### src/rtl/core/complex_fir_filter_macros.svh
// Assertion macros for the complex FIR filter.
// CFIR_ASSERT checks a property outside reset; CFIR_ASSERT_RST checks it on
// every edge, reset included. Both sample on clk; only CFIR_ASSERT uses rst.
`ifndef COMPLEX_FIR_FILTER_MACROS_SVH
`define COMPLEX_FIR_FILTER_MACROS_SVH

`ifndef SYNTHESIS
`define CFIR_ASSERT(name, prop, msg) \
  name: assert property (@(posedge clk) disable iff (rst) (prop)) else $error(msg);
`define CFIR_ASSERT_RST(name, prop, msg) \
  name: assert property (@(posedge clk) (prop)) else $error(msg);
`else
`define CFIR_ASSERT(name, prop, msg)
`define CFIR_ASSERT_RST(name, prop, msg)
`endif

`endif

### src/rtl/core/cfir_pkg.sv
package cfir_pkg;

  localparam int TAP_COUNT_W  = 7;
  localparam int COEF_INDEX_W = 6;
  // Coefficient slots reachable through coef_index.
  localparam int COEF_SLOTS   = 64;

  localparam logic OP_SAMPLE = 1'b0;
  localparam logic OP_COEF   = 1'b1;

  typedef enum logic [1:0] {
    ST_IDLE,
    ST_ISSUE,
    ST_DRAIN,
    ST_RESULT
  } cfir_state_t;

  typedef struct packed {
    logic sample_we;
    logic coef_we;
    logic acc_clr;
    logic issue;
    logic res_load;
  } cfir_cmd_t;

  typedef struct packed {
    logic pipe_busy;
    logic out_full;
  } cfir_status_t;

endpackage

### src/rtl/core/cfir_ctrl.sv
module cfir_ctrl #(
  parameter int MAX_TAPS = 64,
  parameter int AW       = 6
) (
  input  logic                              clk,
  input  logic                              rst,
  input  logic                              in_valid,
  output logic                              in_ready,
  input  logic                              op,
  input  logic                              cfg_we,
  input  logic [cfir_pkg::TAP_COUNT_W-1:0]  cfg_data,
  input  cfir_pkg::cfir_status_t            st,
  output cfir_pkg::cfir_cmd_t               cmd,
  output logic [AW-1:0]                     tap_idx
);
  import cfir_pkg::*;

  localparam int DEPTH     = (MAX_TAPS < COEF_SLOTS) ? MAX_TAPS : COEF_SLOTS;
  localparam int TAP_RESET = (MAX_TAPS > 127) ? 127 : MAX_TAPS;

  cfir_state_t state, state_next;
  logic [TAP_COUNT_W-1:0] tap_count;
  logic [TAP_COUNT_W-1:0] taps_eff;
  logic [AW-1:0]          tap, tap_next;

  // Taps beyond the coefficient slots multiply by zero, so stop there.
  always_comb begin
    taps_eff = tap_count;
    if (tap_count == '0) begin
      taps_eff = TAP_COUNT_W'(1);
    end else if (tap_count > TAP_COUNT_W'(DEPTH)) begin
      taps_eff = TAP_COUNT_W'(DEPTH);
    end
  end

  always_ff @(posedge clk) begin
    if (rst) begin
      state     <= ST_IDLE;
      tap_count <= TAP_COUNT_W'(TAP_RESET);
      tap       <= '0;
    end else begin
      state <= state_next;
      tap   <= tap_next;
      if (cfg_we) begin
        tap_count <= cfg_data;
      end
    end
  end

  assign tap_idx = tap;

  always_comb begin
    state_next   = state;
    tap_next     = tap;
    in_ready     = 1'b0;
    cmd          = '0;
    unique case (state)
      ST_IDLE: begin
        in_ready = 1'b1;
        if (in_valid) begin
          cmd.coef_we   = (op == OP_COEF);
          cmd.sample_we = (op == OP_SAMPLE);
          cmd.acc_clr   = (op == OP_SAMPLE);
          tap_next      = '0;
          if (op == OP_SAMPLE) begin
            state_next = ST_ISSUE;
          end
        end
      end
      ST_ISSUE: begin
        cmd.issue = 1'b1;
        if (TAP_COUNT_W'(tap) == taps_eff - TAP_COUNT_W'(1)) begin
          state_next = ST_DRAIN;
        end else begin
          tap_next = tap + AW'(1);
        end
      end
      ST_DRAIN: begin
        if (!st.pipe_busy) begin
          state_next = ST_RESULT;
        end
      end
      ST_RESULT: begin
        if (!st.out_full) begin
          cmd.res_load = 1'b1;
          state_next   = ST_IDLE;
        end
      end
      default: state_next = ST_IDLE;
    endcase
  end

endmodule

### config.mk
export PLATFORM = sky130hd
export DESIGN_NAME = cfir_ctrl
export DESIGN_NICKNAME = d
export VERILOG_FILES = /design/src/rtl/core/complex_fir_filter_macros.svh /design/src/rtl/core/cfir_pkg.sv /design/src/rtl/core/cfir_ctrl.sv
export SDC_FILE = /design/constraint.sdc
export NUM_CORES = 1
export LEC_CHECK = 0
export ABC_AREA = 1
export BUFFER_PORTS_ARGS = -buffer_cell sky130_fd_sc_hd__buf_2
export CAP_MARGIN = 20
export CORE_MARGIN = 1
export CORE_UTILIZATION = 45
export CTS_CLUSTER_SIZE = 40
export DETAILED_ROUTE_END_ITERATION = 12
export PLACE_DENSITY = 0.72
export RECOVER_POWER = 100
export SYNTH_ARGS = -nofsm -noshare
export SYNTH_HDL_FRONTEND = slang
export SYNTH_SLANG_ARGS = --single-unit
### constraint.sdc
create_clock -name clk -period 2.9 [get_ports clk]
set_clock_uncertainty 0.2 [all_clocks]
set_input_delay 0 -clock clk [delete_from_list [all_inputs] [get_ports clk]]
set_output_delay 0 -clock clk [all_outputs]
set_load 0.03 [all_outputs]
==> impl_results.md <==
* Routed WL at approximately 3100 µm
* Clk root buf: clkbuf_4
* CP startpoint kind: flop
* Internal at 0.000444 W
* Pwr per Cell Area at approximately 530 nW/µm²
* Global route overflow at 0
* Post-Syn Area at 1120 µm²
* Critical Path RT at a little under 3 ns
* Critical path class: flop to flop
* Antenna-violating nets left at 0
* Top Ports at 26
* Comb power frac at about half
* Initial antenna violation count at 0
* Drt first-iter violations at 23
* Routability cong. at 0.898
* Largest net degree at the start of global routing at 10
* Final hold violation count at 0
* Post-layout util at 67.9%
* Nets at 244
* Final setup violation count at 0
* Core area at around 2300 µm²
* Hold Path Cell Cnt at 6
* Sequential share of the synthesized area at 26.8%
* Number of global-route vias before repair at 1239
* Hold crit path type: primary input to flop
* Max-slew violations at 0
* IO buf count at 25
* Clock power frac at ~15%
* Slew @ Worst Pin at 0.375 ns
* Reg clk slew, reported paths at 0.09 ns
* H-tree levels at 1
* Lkg Pwr at 0.715 nW
* Antenna Cells at 0
* Worst Path Arrival at approximately 2.8 ns
* Max Cap Violations at 0
* CP Capture Type: flop
* Reg2reg path depth at 14
* Slowest-stage cell, CP: dlygate4sd3_1
* Leading cell types in the layout, fill and taps excluded: 42 x nand2_1, 26 x dlygate4sd3_1, 22 x nor2_1
* Die Y at 51.9 µm
* Mapped Nets at 190
* Dpl cells at 220
* Routed wire per std cell at ~12 µm
* Fmax at 355 MHz
* Setup TNS at 0 ns
* P_sw at roughly 0.00038 W
* Crit-path cells: nor2_1 > nand2_1 > o21ai_2 > inv_2 > ha_2 > xor2_1 > nand4_1 > nor2_4 > nand2_1 > nand2_2 > nand2_1 > nand2_1 > a21oi_1 > dlygate4sd3_1
* DRT Pass-1 Iters at 5
* Post-synth cell types at 27
* Initial core utilization at roughly half
* Tmin final at 2.82 ns
* Row cnt at 17
* CTS Buffer Depth at 2
* Mean post-synth cell area at between 6 and 7 µm²
* Pre-CTS setup slack at ~0.53 ns
* Worst-path fanout max at 5
* Fillers at 187
* Area growth syn-to-layout at 38.1%
* Global-route wire length before repair at 5260 µm
* Vias per inst at 5.32
* Final setup margin at 0.0847 ns
* CTS buffer count at 3
* Drt drc at 0
* CTS tree: yes
* All-Layer GR Usage at 26.3%
* Worst skew pair latency at 0.29 ns
* CTS sink count at 15
* Die area at roughly 2700 µm²
* Register share of total power at 33.6%
* Slowest Stage Delay on Critical Path at 0.55 ns
* Die width at ~52 µm
* Sw Ratio at roughly 46%
* Status: finished clean
* Hpwl dp at 1900 µm
* VDD IR-drop max at 0.401 mV
* Crit share post-route at a little over nine tenths
* Commonest non-fill, non-tap cell in the layout: nand2_1
* Rel. slew slack at 75.0%
* Synthesis-stage register bit count at 15
* Cell mode on critical path: nand2_1
* Share of cells above drive strength 1 at 16.6%
* Via count at 1336
* Cells after synthesis at 170
* Non-Filler Instances at 251
* Yosys Warn Count at 0
metal layers:
metal / routed length (µm) / part of all wire, % / vias up / GRT usage (%)
li1: - / - / 661 / -
met1: 1290 / 41 / 598 / 33.4
met2: 1530 / 49 / 62 / 42.5
met3: 199 / 6.4 / 15 / 4.39
met4: 103 / 3.3 / 0 / 13.1
met5: 0 / 0 / - / 0
power groups by stage:
| stage | clock (W) | combinational, W | sequential (W) |
|---|---|---|---|
| after floorplan | 0 | 0.000288 | 0.000296 |
| after global placement | 0 | 0.000389 | 0.000275 |
| after detailed placement | 0 | 0.000396 | 0.000277 |
| after CTS | 0.000123 | 0.000438 | 0.000273 |
| after global routing | 0.000133 | 0.000477 | 0.000283 |
| final | 0.000122 | 0.000426 | 0.000277 |
registers in the layout, summed over array words and instances (netlist names):
signal     cells
tap_count      7
tap_idx        6
state          2
critical path, delay by kind of cell, from the launching register on:
family          cells  cell delay (ns)
flops               1             0.37
compound gates      2             0.24
fa+ha+maj           1             0.32
xor+xnor            1             0.15
buf+inv             2             0.62
simple gates        8             0.81
worst paths after layout:
| path | startpoint | to | slack, ns |
|---|---|---|---|
| worst min register to register | state[0]$_SDFFE_PP0P_ | state[0]$_SDFFE_PP0P_ | 0.32 |
| worst min-delay path | in_valid | tap_idx[1]$_SDFFE_PP0P_ | 0.06 |
| worst max-delay path | tap_count[3]$_SDFFE_PP0P_ | state[1]$_SDFFE_PP0P_ | 0.08 |
| worst max register to register | tap_count[3]$_SDFFE_PP0P_ | state[1]$_SDFFE_PP0P_ | 0.08 |
synthesized netlist by cell type (all sizes together):
| library cell | n | area [µm²] |
|---|---|---|
| nand2 | 46 | 185 |
| nor2 | 25 | 101 |
| inv | 20 | 77.6 |
| dfxtp | 15 | 300 |
| nand3 | 11 | 80.1 |
| o21ai | 11 | 62.6 |
| a21oi | 10 | 50.1 |
| nand4 | 8 | 50.1 |
| ha | 6 | 75.1 |
| xnor2 | 4 | 35.0 |
| nand3b | 3 | 22.5 |
| nor3 | 3 | 15.0 |
| xor2 | 3 | 33.8 |
| clkbuf | 2 | 8.75 |
| a221oi | 1 | 8.76 |
| buf | 1 | 7.51 |
| or2 | 1 | 6.26 |
kinds of logic after synthesis:
family,count (synthesis),share of synthesized area (%)
compound gates,22,10.8
xor+xnor,7,6.15
fa+ha+maj,6,6.70
buf+inv,23,8.38
flops,15,26.8
simple gates,97,41.1
through the flow:
step | instance area [µm²] | total power [W] | hold WS [ns]
finish | 1550 | 0.000825 | 0.0636
global route | 1550 | 0.000892 | 0.119
CTS | 1550 | 0.000833 | 0.103
detailed placement | 1260 | 0.000673 | 0.0335
global placement | 1260 | 0.000665 | 0.0248
floorplan | 1120 | 0.000585 | -0.0996
layout make-up:
type	instances	area (µm²)	area share (%)
Timing Repair Buffer	52	377	24.4
Sequential cell	15	308	19.9
Clock buffer	4	26.3	1.70
Multi-Input combinational cell	132	723	46.8
Inverter	20	77.6	5.02
Tap cell	28	35.0	2.27
what timing repair did:
item / in CTS / in global routing
endpoints found under the hold margin: 15 / 0
setup endpoints to repair: 0 / 1
buffers inserted: 0 / 1
hold buffers: 26 / 0
gates resized for setup: 0 / 10
No activity file was read; power rests on OpenSTA's default activity.
